<file path="src/design/rsnp_pkg.sv">
package rsnp_pkg;

  localparam int unsigned OBJ_MAX     = 64;
  localparam int unsigned FRAC_BITS   = 16;
  localparam int unsigned SLOT_W      = 6;
  localparam int unsigned CNT_W       = 7;
  localparam int unsigned CRD_W       = 32;
  localparam int unsigned DIR_W       = 18;
  localparam int unsigned RAD_W       = 32;
  localparam int unsigned OC_W        = CRD_W + 1;
  localparam int unsigned CHUNK_W     = 18;
  localparam int unsigned OPA_W       = 53;
  localparam int unsigned PROD_W      = OPA_W + CHUNK_W;
  localparam int unsigned BB_W        = 54;
  localparam int unsigned ACC_W       = 108;
  localparam int unsigned SUM_W       = 68;
  localparam int unsigned RR_W        = RAD_W + FRAC_BITS;
  localparam int unsigned DIFF_W      = SUM_W + 1;
  localparam int unsigned DISC_W      = ACC_W + 2;
  localparam int unsigned ROOT_W      = ACC_W / 2;
  localparam int unsigned REM_W       = ROOT_W + 2;
  localparam int unsigned T_W         = 56;
  localparam int unsigned DIST_W      = 31;
  localparam int unsigned SQRT_STEPS  = ROOT_W;
  localparam int unsigned SQC_W       = 6;

  localparam logic OP_LOAD = 1'b0;
  localparam logic OP_PICK = 1'b1;

  localparam logic REG_OBJ_COUNT = 1'b0;
  localparam logic REG_RADIUS    = 1'b1;

  typedef enum logic [11:0] {
    S_IDLE = 12'b0000_0000_0001,
    S_READ = 12'b0000_0000_0010,
    S_OC   = 12'b0000_0000_0100,
    S_MAG  = 12'b0000_0000_1000,
    S_MAC  = 12'b0000_0001_0000,
    S_DIFF = 12'b0000_0010_0000,
    S_DISC = 12'b0000_0100_0000,
    S_SQRT = 12'b0000_1000_0000,
    S_TVAL = 12'b0001_0000_0000,
    S_CMP  = 12'b0010_0000_0000,
    S_NEXT = 12'b0100_0000_0000,
    S_FIN  = 12'b1000_0000_0000
  } state_e;

  // MAC micro-steps: dot product, three squares, then b squared
  typedef enum logic [3:0] {
    MAC_DX, MAC_DY, MAC_DZ,
    MAC_XX0, MAC_XX1, MAC_YY0, MAC_YY1, MAC_ZZ0, MAC_ZZ1,
    MAC_BB0, MAC_BB1, MAC_BB2
  } mac_step_e;

  typedef struct packed {
    logic              load_we;
    logic              load_res;
    logic              pick_init;
    logic              mem_rd;
    logic              oc_en;
    logic              mag_en;
    logic              mac_en;
    mac_step_e         mac_step;
    logic              diff_en;
    logic              disc_en;
    logic              sqrt_step;
    logic              t_en;
    logic              cmp_en;
    logic              fin_en;
    logic [SLOT_W-1:0] idx;
  } cmd_t;

  typedef struct packed {
    logic disc_neg;
  } status_t;

endpackage

</file>
<file path="src/design/rsnp_ctrl.sv">
module rsnp_ctrl (
  input  logic                         clk_i,
  input  logic                         rst_ni,
  input  logic                         start_i,
  input  logic                         opcode_i,
  input  logic [rsnp_pkg::CNT_W-1:0]   obj_count_i,
  input  rsnp_pkg::status_t            status_i,
  output rsnp_pkg::cmd_t               cmd_o,
  output logic                         busy_o
);

  rsnp_pkg::state_e             state_q, state_d;
  rsnp_pkg::mac_step_e          step_q, step_d;
  logic [rsnp_pkg::SLOT_W-1:0]  idx_q, idx_d;
  logic [rsnp_pkg::SQC_W-1:0]   sqc_q, sqc_d;
  logic [rsnp_pkg::CNT_W-1:0]   n_cnt;
  logic                         last;

  assign n_cnt = (obj_count_i > rsnp_pkg::CNT_W'(rsnp_pkg::OBJ_MAX)) ?
                 rsnp_pkg::CNT_W'(rsnp_pkg::OBJ_MAX) : obj_count_i;
  assign last  = ({1'b0, idx_q} == rsnp_pkg::CNT_W'(n_cnt - 1'b1));

  always_comb begin
    state_d      = state_q;
    step_d       = step_q;
    idx_d        = idx_q;
    sqc_d        = sqc_q;
    cmd_o        = '0;
    cmd_o.idx    = idx_q;
    cmd_o.mac_step = step_q;
    case (state_q)
      rsnp_pkg::S_IDLE: begin
        if (start_i) begin
          if (opcode_i == rsnp_pkg::OP_LOAD) begin
            cmd_o.load_we  = 1'b1;
            cmd_o.load_res = 1'b1;
          end else begin
            cmd_o.pick_init = 1'b1;
            idx_d   = '0;
            state_d = (n_cnt == '0) ? rsnp_pkg::S_FIN : rsnp_pkg::S_READ;
          end
        end
      end
      rsnp_pkg::S_READ: begin
        cmd_o.mem_rd = 1'b1;
        state_d = rsnp_pkg::S_OC;
      end
      rsnp_pkg::S_OC: begin
        cmd_o.oc_en = 1'b1;
        state_d = rsnp_pkg::S_MAG;
      end
      rsnp_pkg::S_MAG: begin
        cmd_o.mag_en = 1'b1;
        step_d  = rsnp_pkg::MAC_DX;
        state_d = rsnp_pkg::S_MAC;
      end
      rsnp_pkg::S_MAC: begin
        cmd_o.mac_en = 1'b1;
        if (step_q == rsnp_pkg::MAC_BB2) begin
          state_d = rsnp_pkg::S_DIFF;
        end else begin
          step_d = rsnp_pkg::mac_step_e'(step_q + 1'b1);
        end
      end
      rsnp_pkg::S_DIFF: begin
        cmd_o.diff_en = 1'b1;
        state_d = rsnp_pkg::S_DISC;
      end
      rsnp_pkg::S_DISC: begin
        cmd_o.disc_en = 1'b1;
        sqc_d   = '0;
        state_d = rsnp_pkg::S_SQRT;
      end
      rsnp_pkg::S_SQRT: begin
        if (status_i.disc_neg) begin
          state_d = rsnp_pkg::S_NEXT;
        end else begin
          cmd_o.sqrt_step = 1'b1;
          if (sqc_q == rsnp_pkg::SQC_W'(rsnp_pkg::SQRT_STEPS - 1)) begin
            state_d = rsnp_pkg::S_TVAL;
          end else begin
            sqc_d = sqc_q + 1'b1;
          end
        end
      end
      rsnp_pkg::S_TVAL: begin
        cmd_o.t_en = 1'b1;
        state_d = rsnp_pkg::S_CMP;
      end
      rsnp_pkg::S_CMP: begin
        cmd_o.cmp_en = 1'b1;
        state_d = rsnp_pkg::S_NEXT;
      end
      rsnp_pkg::S_NEXT: begin
        if (last) begin
          state_d = rsnp_pkg::S_FIN;
        end else begin
          idx_d   = idx_q + 1'b1;
          state_d = rsnp_pkg::S_READ;
        end
      end
      rsnp_pkg::S_FIN: begin
        cmd_o.fin_en = 1'b1;
        state_d = rsnp_pkg::S_IDLE;
      end
      default: begin
        state_d = rsnp_pkg::S_IDLE;
      end
    endcase
  end

  always_ff @(posedge clk_i or negedge rst_ni) begin
    if (!rst_ni) begin
      state_q <= rsnp_pkg::S_IDLE;
      step_q  <= rsnp_pkg::MAC_DX;
      idx_q   <= '0;
      sqc_q   <= '0;
    end else begin
      state_q <= state_d;
      step_q  <= step_d;
      idx_q   <= idx_d;
      sqc_q   <= sqc_d;
    end
  end

  assign busy_o = (state_q != rsnp_pkg::S_IDLE);

endmodule

</file>
<file path="config.mk">
export PLATFORM = sky130hd
export DESIGN_NAME = rsnp_ctrl
export DESIGN_NICKNAME = d
export VERILOG_FILES = /design/src/design/rsnp_pkg.sv /design/src/design/rsnp_ctrl.sv
export SDC_FILE = /design/constraint.sdc
export NUM_CORES = 1
export LEC_CHECK = 0
export ABC_CLOCK_PERIOD_IN_PS = 4500
export BUFFER_PORTS_ARGS = -buffer_cell sky130_fd_sc_hd__buf_2
export CORE_MARGIN = 3
export CORE_UTILIZATION = 54
export DETAILED_ROUTE_END_ITERATION = 16
export PLACE_DENSITY = 0.78
export SLEW_MARGIN = 20
export SYNTH_ARGS = -nofsm -noshare
export SYNTH_HDL_FRONTEND = slang
export SYNTH_SLANG_ARGS = --single-unit
</file>
<file path="constraint.sdc">
create_clock -name clk_i -period 4.5 [get_ports clk_i]
set_clock_uncertainty 0.15 [all_clocks]
set_input_delay 0.45 -clock clk_i [delete_from_list [all_inputs] [get_ports clk_i]]
set_output_delay 0.45 -clock clk_i [all_outputs]
set_load 0.01 [all_outputs]
</file>
; Word level (Yosys, flattened, before mapping)
; Index checks and enable logic that the tools add are counted.
; Widths: inputs -> output; s select.
[op_classes]
addsub = 4
order_cmp = 1
n_eq_ne = 24
mux = 33
reduce_logical = 8
[op_table]
columns = operator, n
row1 = $pmux 12 s11, 1
row2 = $mux 12, 7
row3 = $mux 6, 5
row4 = $pmux 6 s2, 2
row5 = $ne 2x2->1 const B, 7
row6 = $add 6x1->6 const B, 2
row7 = $eq 12x1->1 const B, 1
row8 = $eq 12x10->1 const B, 1
row9 = $eq 12x11->1 const B, 1
row10 = $eq 12x12->1 const B, 1
row11 = $eq 12x2->1 const B, 1
row12 = $eq 12x3->1 const B, 1
row13 = $eq 12x4->1 const B, 1
row14 = $eq 12x5->1 const B, 1
row15 = $eq 12x6->1 const B, 1
row16 = $eq 12x7->1 const B, 1
row17 = $eq 12x8->1 const B, 1
row18 = $eq 12x9->1 const B, 1
row19 = $mux 1, 12
row20 = $ne 12x1->1 const B, 1
row21 = $pmux 4 s2, 1
row22 = $reduce_and 4->1, 2
row23 = $eq 6x7->1, 1
row24 = $gt 7x7->1 const B, 1
row25 = 13 further kinds, 16
[totals]
regBits = 28
inputBits = 12
word_cells = 74

; Depth between registers and ports, before layout
; Gate-level depths: netlist of run 1.
[depth]
ltp_word = 7
depth_mapped = 11

; Least setup slack after synthesis of run 1
; OpenSTA, ideal clock, no wires.
[synth_path]
kind = input to register
start = in obj_count_i[6] in the netlist's numbering
end = reg idx_q[2] in the netlist's numbering
setup_time_ps = 126
t_arrival_ps = 2654
t_required_ps = 4224
slack_ps = 1570
cell_stages = 10
path_buffers = 2
cell_sequence = clkbuf_1 -> nand2b_1 -> ha_1 -> xnor2_1 -> o211ai_1 -> o41ai_2 -> o22ai_1 -> or4_4 -> buf_6 -> a221o_1
[synth_between]
elab_chain_len = 6
[synth_lines]
columns = element, line
row1 = "start, declared", rsnp_ctrl.sv:6  ; input logic [rsnp_pkg::CNT_W-1:0] obj_count_i,
row2 = $gt 7x7->1, rsnp_ctrl.sv:19  ; assign n_cnt = (obj_count_i > rsnp_pkg::CNT_W'(rsnp_pkg::OBJ_MAX)) ?
row3 = $mux 7 (*), rsnp_ctrl.sv:19
row4 = $sub 7x1->7 (*), rsnp_ctrl.sv:21  ; assign last = ({1'b0, idx_q} == rsnp_pkg::CNT_W'(n_cnt - 1'b1));
row5 = $eq 6x7->1 (*), rsnp_ctrl.sv:21
row6 = $ne 2x2->1 (no line) (*), --
row7 = $reduce_and 4->1 (no line) (*), --
row8 = "end signal, assigned", rsnp_ctrl.sv:121  ; idx_q <= idx_d;
row9 = "end, declared", rsnp_ctrl.sv:14  ; logic [rsnp_pkg::SLOT_W-1:0] idx_q, idx_d;
; Mark *: on every way between the ends. The rest lies on a longest branch, timed or not.
; A chain may end at the register's enable or synchronous reset.

==> results of run 1 <==
==> flip-flops by register name, indices dropped and copies added (netlist names) <==
signal   flops
state_q     12
idx_q        6
sqc_q        6
step_q       4
==> power groups by stage <==
| stage | clock (µW) | combinational [µW] | sequential [µW] |
|---|---|---|---|
| floorplan | 0 | 145 | 288 |
| global placement | 0 | 196 | 289 |
| detailed placement | 0 | 198 | 290 |
| CTS | 170 | 200 | 285 |
| global route | 180 | 225 | 288 |
| finish | 167 | 199 | 285 |
==> cell families (layout without fill, tap and decap cells) <==
kind of cell    count (synthesis)  in the layout  share of synthesized area
simple gates                  109            109                      0.329
compound gates                 31             31                      0.130
flops                          28             28                      0.379
buf+inv                        15             49                     0.0385
xor+xnor                       14             14                     0.0663
fa+ha+maj                       7              7                     0.0460
mux                             2              2                     0.0115
==> synth_stat cells (all sizes together) (2+ instances only) <==
library cell	instances	area (µm²)
nor2	29	109
dfrtp	27	676
nand2	19	71.3
xor2	10	87.6
inv	9	33.8
nand4	9	56.3
nor3b	9	72.6
nor3	8	50.1
nand3	7	35.0
ha	6	75.1
nand2b	6	37.5
o21ai	6	30.0
o22ai	4	25.0
xnor2	4	35.0
and3	3	18.8
buf	3	26.3
clkbuf	3	11.3
nand3b	3	22.5
nor2b	3	18.8
nor4	3	31.3
a211oi	2	15.0
a21oi	2	10.0
a221o	2	20.0
a32o	2	21.3
a32oi	2	17.5
nand4b	2	17.5
nor4b	2	17.5
o211ai	2	15.0
==> routing by layer <==
metal	GRT usage	vias up	routed length (µm)
met4	0.0554	0	51
li1	-	816	-
met2	0.349	51	1870
met3	0.0347	5	215
met1	0.246	744	1720
met5	0	-	0
==> worst max-delay path: stages, from the launching register on <==
cell	delay, ps
dfrtp_1	450
nor3_1	470
nand4b_1	270
or3_1	420
nor3b_2	350
buf_2	200
==> final cells by class <==
class                      instances  share of cell area
tap                               44              0.0261
sequential                        28               0.333
multi-input combinational        163               0.512
clock buffer                       3              0.0107
clock inverter                     1              0.0143
timing repair buffer              36              0.0879
inverter                           9              0.0160
==> metrics by stage <==
step	cell area [µm²]	setup slack (ps)	utilization	hold slack, ps
global placement	2040	1360	0.648	352
CTS	2110	1390	0.668	218
detailed placement	2040	1280	0.648	358
floorplan	1850	1570	-	4.41
global route	2110	1160	0.668	219
finish	2110	1400	0.668	226
==> final timing paths <==
path | end | cells after the start
max in group asynchronous | state_q[3] | 2
min in group asynchronous | sqc_q[3] | 2
worst min register to register | step_q[0] | 1
worst min-delay path | state_q[10] | 2
worst max register to register | idx_q[1] | 7
worst max-delay path | cmd_o[17] | 5
==> metrics.txt, run 1 <==
syn_nets=roughly 220; DRT Wirelength=roughly 3900 µm; max cap viols=0; placed cells=279; Switch Pwr=~210 µW; GRT Total Usage=0.197; CTS Buf Count=3; Total Nets Final=between 200 and 300; I/O pin count=36; dpl hpwl=between 2000 and 3000 µm; site row count=20; vias in the first global route=between 1k and 1.5k; post-synthesis sequential area ratio=0.379; initial antenna violation count=0; number of vias per cell=5.69; number of synthesized flops with an enable pin=0; fin crit share=0.688; Power Dens Cells=roughly 310 nW/µm²; combined area of the multi-input logic cells=approximately 1100 µm²; Yosys warning count=0; Worst setup startpoint=state_q[5]; Internal=around 440 µW; TritonRoute pass-1 iters=4; LEAKAGE=between 0.001 and 0.0015 µW; RSZ-0062 raised after global routing=no; Final Slew Violations=0; Max-slew headroom=0.570; Worst Min Path Start=status_i; # diodes=0; Core Box Area=3150 µm²; largest net degree at the start of global routing=29; final worst path period need=between 3000 and 4000 ps; Sw Ratio=0.329; Combinational Power Share=0.305; area of the mapped netlist=around 1900 µm²; peak supply drop=slightly below 0.0003 V; Mapped Avg Cell Area=about 9.0 µm²; Clk pwr share=0.257; clk_lat worst skew=between 300 and 400 ps; most frequent cells in the layout=buf_2 (35), nor2_1 (29), dfrtp_1 (27); Wirelength per Cell=about 14 µm; Worst EP arrival=approximately 2500 ps; endpoints failing hold=0; DRT iter0 DRCs=approximately 110; required time of the critical path=~3900 ps; Most used DFF post-synth=dfrtp_1; Reg clk slew, reported paths=160 ps; CTS sink cnt=28; FF+latch count, synth=28; final setup vio count=0; Worst Path Max Fanout=5; # H-tree levels=1; die height=around 65 µm; root cell of the clock tree=clkbuf_4; postcts setup bufs=0; CP endpoint kind=primary output; startpoint class of the critical path=register; cell count after synthesis=slightly above 200; Seq pwr share=0.438; via count=approximately 1.6k; commonest non-fill, non-tap cell in the layout=buf_2; Fill cells=approximately 270; share of cells above drive strength 1=0.208; Unique masters post-synth=between 50 and 60; Antenna Nets Post-Route=0; Sequential cell area=around 700 µm²; HP Class=input port to register; run status=complete, no violations; CTS resizes=0; # DRC=0; fmax=323 MHz; GPL Wtd Cong=around 0.79; r2r startpoint=state_q[5]; Die X=approximately 65 µm; gr ovfl total=0; cts hold-fix bufs=1; CTS tree=built; Slew @ Worst Pin=between 600 and 700 ps; total power=between 600 and 700 µW; Clock Path Buffers=2; ys async rst share=1.00; Cell Count, Final, Fillers Out=between 200 and 300; first-pass GRT wire length=between 6000 and 7000 µm; R2R Setup Slk=1870 ps; Layout Area Growth over Synthesis=13.8%; setup_tns=0 ps; Die Area=4170 µm²; crit path kind=register to primary output; # port buffers=35; Starting Density=0.587
Power figures use the tool's default switching activity.
==> run 2: changes to the inputs <==
ABC_AREA = 1   (was not set)
ABC_CLOCK_PERIOD_IN_PS = 3100   (was 4500)
clock period = 3.1 ns   (was 4.5 ns; I/O delays follow)
==> run 2 against run 1 <==
  * Total power rose by 50%
  * Via count rose by 8.9%
  * Largest power group unchanged
  * Synthesized cell count rose by 25%
==> metrics.txt, run 2 <==
max FFs per register=12 (unchanged); Top Registers=state_q (12), idx_q (6), sqc_q (6); initial antenna violation count=0 (unchanged); number of vias per cell=5.19 (-8.8%); CTS resizes=0 (unchanged); max cap viols=0 (unchanged); Most used DFF post-synth=dfrtp_1; Layout Area Growth over Synthesis=13.7%; DRT Wirelength=4040 µm (+4.8%); CTS sink cnt=28 (unchanged); fin worst setup slack=629 ps (-775 ps); peak supply drop=0.000247 V (-14%); I/O pin count=36 (unchanged); final worst path period need=2470 ps; Core Box Area=3200 µm² (+1.6%); Die X=65.5 µm (+1.5%); Worst EP arrival=2010 ps (-490 ps); Yosys top cell by area=dfrtp_1; cell count after synthesis=257 (+25%); root cell of the clock tree=clkbuf_4; crit path kind=register to primary output; Place WS=786 ps (-489 ps); LEAKAGE=0.00124 µW (+16%); area of the mapped netlist=1910 µm² (+3.4%); GRT Total Usage=0.209 (+0.0113); largest net degree at the start of global routing=29 (unchanged); FF+latch count, synth=28 (unchanged); Mapped Avg Cell Area=7.44 µm² (-17%); via count=1760 (+8.9%); startpoint class of the critical path=register; fmax=just over 400 MHz; number of synthesized flops with an enable pin=0 (unchanged); TritonRoute pass-1 iters=4 (unchanged); share of cells above drive strength 1=0.241 (+0.0323); required time of the critical path=2640 ps (-1260 ps); Synth area leaders=dfrtp_1 (35%), nand2_1 (12%), inv_1 (7.8%); dpl hpwl=3260 µm (+12%); Internal=591 µW (+35%); Clock Path Buffers=2 (unchanged); most frequent cells in the layout=nand2_1 (60), inv_1 (40), buf_2 (35); Power Dens Cells=448 nW/µm² (+45%); Seq pwr share=0.429 (-0.009); Starting Density=0.597 (+0.0104); Fin Hold WS=136 ps (-89.7 ps); endpoints failing hold=0 (unchanged); # diodes=0 (unchanged); Max-slew headroom=0.594 (+0.0240); GPL Wtd Cong=0.903 (+15%); final setup vio count=0 (unchanged); CTS Buf Count=3 (unchanged); dominant cell by count in the synthesized netlist=nand2_1; # DRC=0 (unchanged); first-pass GRT wire length=7050 µm (+7.8%); Synth top cells by count=nand2_1 (60), inv_1 (40), dfrtp_1 (27); Die Area=4290 µm² (+3.1%); Antenna Nets Post-Route=0 (unchanged); # H-tree levels=1 (unchanged); fin crit share=0.797; Largest Register=state_q; RSZ-0062 raised after global routing=no; total power=974 µW (+50%); placed cells=334 (+20%); gr ovfl total=0 (unchanged); Clk pwr share=0.181 (-0.076); setup_tns=0 ps (unchanged); ys async rst share=1.00 (unchanged); CP endpoint kind=primary output; DRT iter0 DRCs=109 (-1.8%); CTS tree=built; Total Nets Final=314 (+21%); Cell Count, Final, Fillers Out=339 (+19%); run status=complete, no violations; Combinational Power Share=0.391 (+0.086); Reg clk slew, reported paths=150 ps (about the same); site row count=20 (unchanged); # port buffers=35 (unchanged); die height=65.5 µm (+1.5%); HP Class=input port to register; Worst Path Max Fanout=6 (+1); Yosys warning count=0 (unchanged); commonest non-fill, non-tap cell in the layout=nand2_1; Wirelength per Cell=11.9 µm (-12%); top-area cell type share of the netlist area=0.353 (-0.0119); Final Slew Violations=0 (unchanged); clk_lat worst skew=330 ps (about the same); post-synthesis sequential area ratio=0.367 (-0.0124); syn_nets=275 (+23%); Sw Ratio=0.394 (+0.0653); Switch Pwr=384 µW (+79%); postcts setup bufs=0 (unchanged); Unique masters post-synth=33 (-39%); vias in the first global route=1597 (+6.7%); Slew @ Worst Pin=609 ps (-30.7 ps)
## run 2: changes by cell type in the layout (fill, tap and decap cells not counted), sizes merged, moves of 4 or more
cell / delta
nand2: +54
inv: +32
nand3: +13
a21oi: +7
nand2b: -6
nor3b: -6
nor3: +5
nor2: +4
xor2: -4
## run 2: layer usage
| metal | vias to the layer above | share of wire | track usage |
|---|---|---|---|
| li1 | 895 | - | - |
| met1 | 812 | 0.48 | 0.300 |
| met2 | 49 | 0.47 | 0.327 |
| met3 | 4 | 0.041 | 0.0188 |
| met4 | 0 | 0.0077 | 0.0725 |
| met5 | - | 0 | 0 |
## run 2: power by group through the flow
stage / clock network [µW] / logic [µW] / registers (µW)
5_1_grt: 196 / 424 / 423
4_1_cts: 184 / 380 / 418
6_report: 176 / 381 / 418
2_1_floorplan: 0 / 275 / 424
3_3_place_gp: 0 / 369 / 424
3_5_place_dp: 0 / 378 / 425
## run 2: layout make-up
| class | instances | area (µm²) |
|---|---|---|
| tap | 44 | 55.1 |
| multi-input combinational | 186 | 1040 |
| timing repair buffer | 36 | 185 |
| fill | 302 | 1030 |
| inverter | 41 | 154 |
| clock buffer | 4 | 36.3 |
| sequential | 28 | 702 |
## run 2: kinds of logic (layout without fill, tap and decap cells)
family,after synthesis,after routing,synth area share
AND/OR/NAND/NOR,157,157,0.424
buffers and inverters,43,81,0.0883
flip-flops,28,28,0.367
AO/OA/AOI/OAI,16,16,0.0491
XOR/XNOR,7,7,0.0320
adder cells (fa/ha/maj),6,6,0.0392
## run 2: critical path: stages (launching register included)
cell,delay [ps]
dfstp_2,580
inv_1,60
nor4_1,330
nand2_1,270
nor3_1,250
buf_2,180
## run 2: path summary, 6_finish.rpt
check | from | endpoint | slack (ps) | cells after the start
setup / recovery | state_q[0] | cmd_o[21] | 630 | 5
hold / removal | status_i | state_q[10] | 140 | 3
setup reg to reg | state_q[0] | idx_q[2] | 970 | 10
hold reg to reg | sqc_q[4] | sqc_q[4] | 360 | 1
max in group asynchronous | rst_ni | state_q[11] | 2050 | 2
min in group asynchronous | rst_ni | sqc_q[0] | 360 | 2
## run 2: metrics by stage
step | instance area [µm²] | util
floorplan | 1910 | -
global placement | 2130 | 0.664
detailed placement | 2130 | 0.664
CTS | 2170 | 0.679
global route | 2170 | 0.679
finish | 2170 | 0.679
## run 2: timing repair
action,in CTS,in global routing
endpoints found under the hold margin,27,0
hold buffers,1,0
endpoints found under the setup margin,0,0
==> run 3: changes to the inputs <==
ABC_CLOCK_PERIOD_IN_PS = 1990   (was 3100)
CORE_UTILIZATION = 50   (was 54)
PLACE_DENSITY = 0.76   (was 0.78)
clock period = 1.99 ns   (was 3.1 ns; I/O delays follow)
==> run 3 against run 2 <==
  * Sequential share of layout area shrank 4.0 points
  * Critical path depth grew 2
  * The run now ends with negative setup slack left
  * Global-route usage shrank 0.80 points
  * Sequential cell count is the same
  * Largest power group is now combinational cells
  * Die area grew 7.3%
  * Clock power grew to 2.5 times the previous value
==> metrics.txt, run 3 (synthesis gave the netlist of run 2 again) <==
commonest non-fill, non-tap cell in the layout=nand2_1; Area after DPL=2250 µm² (+5.8%); Fin Hold WS=61.7 ps (-74.2 ps); critical path cell sequence=nor2_2 > nand2_2 > nor2_4 > nand2_2 > buf_6 > nor3b_2 > buf_2; vias in the first global route=1687 (+5.6%); Wirelength per Cell=11.8 µm (-0.76%); clk_lat worst skew=280 ps (-50 ps); Worst Path Max Fanout=4 (-2); Slew @ Worst Pin=617 ps (+7.67 ps); required time of the critical path=1640 ps (-1000 ps); placed cells=352 (+5.4%); GPL Wtd Cong=0.875 (-3.0%); Die X=67.9 µm (+3.6%); buffer and inverter count on the worst path=2 (unchanged); final worst path period need=approximately 2000 ps; Reg clk slew, reported paths=100 ps (-50 ps); Fill cells=283 (-6.3%); Slowest cell on crit path=dfrtp_1; root cell of the clock tree=clkbuf_8; fin worst setup slack=-3.81 ps (-633 ps); Worst path max stage delay=430 ps (-150 ps); die height=67.9 µm (+3.6%); TritonRoute pass-1 iters=4 (unchanged); I/O pin count=36 (unchanged); Largest Register=state_q; most frequent cells in the layout=nand2_1 (55), inv_1 (36), buf_2 (33); Layout Area Growth over Synthesis=30.5%; # diodes=0 (unchanged); Total Nets Final=338 (+7.6%); final setup vio count=1 (+1); # H-tree levels=1 (unchanged); DRT Wirelength=4320 µm (+6.9%); fmax=between 500 and 600 MHz; max cap viols=0 (unchanged); GRT Total Usage=0.201 (-0.00801); share of cells above drive strength 1=0.357 (+0.117); via count=1806 (+2.6%); max FFs per register=12 (unchanged); Power Dens Cells=765 nW/µm² (+71%); CP endpoint kind=primary output; Clock Path Buffers=2 (unchanged); fin area=2500 µm² (+15%); CTS sink cnt=28 (unchanged); site row count=21 (+5.0%); DRT iter0 DRCs=106 (-2.8%); Post-Route Utilization=0.714 (+0.0354); most frequent CP cell=nand2_2; Die Area=4600 µm² (+7.3%); Worst EP arrival=1640 ps (-370 ps); dpl hpwl=3270 µm (about the same); Cell Count, Final, Fillers Out=365 (+7.7%); gr ovfl total=0 (unchanged); crit path kind=register to primary output; peak supply drop=0.000475 V (+92%); fin crit share=1.00; failing checks=negative setup slack; # DRC=0 (unchanged); Top Registers=state_q (12), idx_q (6), sqc_q (6); Antenna Nets Post-Route=0 (unchanged); startpoint class of the critical path=register; largest net degree at the start of global routing=29 (unchanged); crit-path leading delay family=simple AND/OR/NAND/NOR gates; Final Slew Violations=0 (unchanged); first-pass GRT wire length=7070 µm (+0.30%); Max-slew headroom=0.589 (-0.00511); initial antenna violation count=0 (unchanged); Core Box Area=3490 µm² (+9.1%); RSZ-0062 raised after global routing=yes; Starting Density=0.547 (-0.0498); run status=complete, but fails checks; HP Class=input port to register; number of vias per cell=4.95 (-4.7%); LEAKAGE=0.00137 µW (+11%); Sequential cell area=706 µm² (+0.53%); combined area of the multi-input logic cells=1130 µm² (+8.0%); endpoints failing hold=0 (unchanged); # port buffers=35 (unchanged); CTS tree=built; CTS Buf Count=3 (unchanged)
[run 3: cell types whose count changed in the layout (fill, tap and decap cells not counted), sizes merged]
| cell | delta |
|---|---|
| clkbuf | -1 |
| buf | +24 |
| bufinv | +1 |
[run 3: through the flow]
step           total power (µW)  setup TNS (ps)  worst slack [ps]
2_1_floorplan              1090               0              13.7
6_report                   1910           -3.81             -3.81
5_1_grt                    2030           -1270             -97.9
4_1_cts                    1780           -28.0             -17.4
3_5_place_dp               1280            -356             -65.0
3_3_place_gp               1270            -113             -21.8
[run 3: worst reg2reg max path, stage by stage (launching register included)]
cell and delay [ps]:
dfrtp_1 430, nor2_2 170, nand2_2 130, nor2_4 160
nand2_2 70, buf_4 150, a21oi_2 180, inv_1 70
nand2_1 60, inv_1 80, nand2_2 130, nand2_1 70
nand2_1 60
[run 3: what timing repair did]
action,in CTS,in global routing
cloned,0,0
endpoints found under the setup margin,8,21
gates resized for setup,7,23
hold endpoints to repair,27,0
pin swaps,3,11
setup buffers,2,7
hold buffers,1,0
[run 3: power breakdown]
| group | leakage (µW) | switching [µW] | internal, µW | total [µW] |
|---|---|---|---|---|
| Sequential | 0.000376 | 54.4 | 619 | 673 |
| Combinational | 0.000958 | 477 | 311 | 788 |
| Clock | 0.0000357 | 178 | 269 | 448 |
| Total | 0.00137 | 709 | 1200 | 1910 |
[run 3: final cells by class]
class | count | area share
multi-input combinational | 186 | 0.451
sequential | 28 | 0.283
timing repair buffer | 60 | 0.153
inverter | 41 | 0.0617
tap | 46 | 0.0231
clock buffer | 3 | 0.0165
clock inverter | 1 | 0.0120
[run 3: final timing paths]
path | endpoint | slack (ps) | from | depth (start not counted)
min | state_q[10] | 60 | status_i | 3
max | cmd_o[20] | -4 | state_q[6] | 7
max in group asynchronous | state_q[9] | 940 | rst_ni | 2
min reg2reg | sqc_q[4] | 370 | sqc_q[4] | 1
min in group asynchronous | state_q[2] | 310 | rst_ni | 2
max reg2reg | idx_q[4] | 20 | state_q[6] | 12
[run 3: routing by layer]
| layer | track usage | share of wire | routed length (µm) |
|---|---|---|---|
| met1 | 0.268 | 0.47 | 2010 |
| met2 | 0.333 | 0.47 | 2030 |
| met3 | 0.0312 | 0.053 | 229 |
| met4 | 0.0670 | 0.012 | 53 |
| met5 | 0 | 0 | 0 |
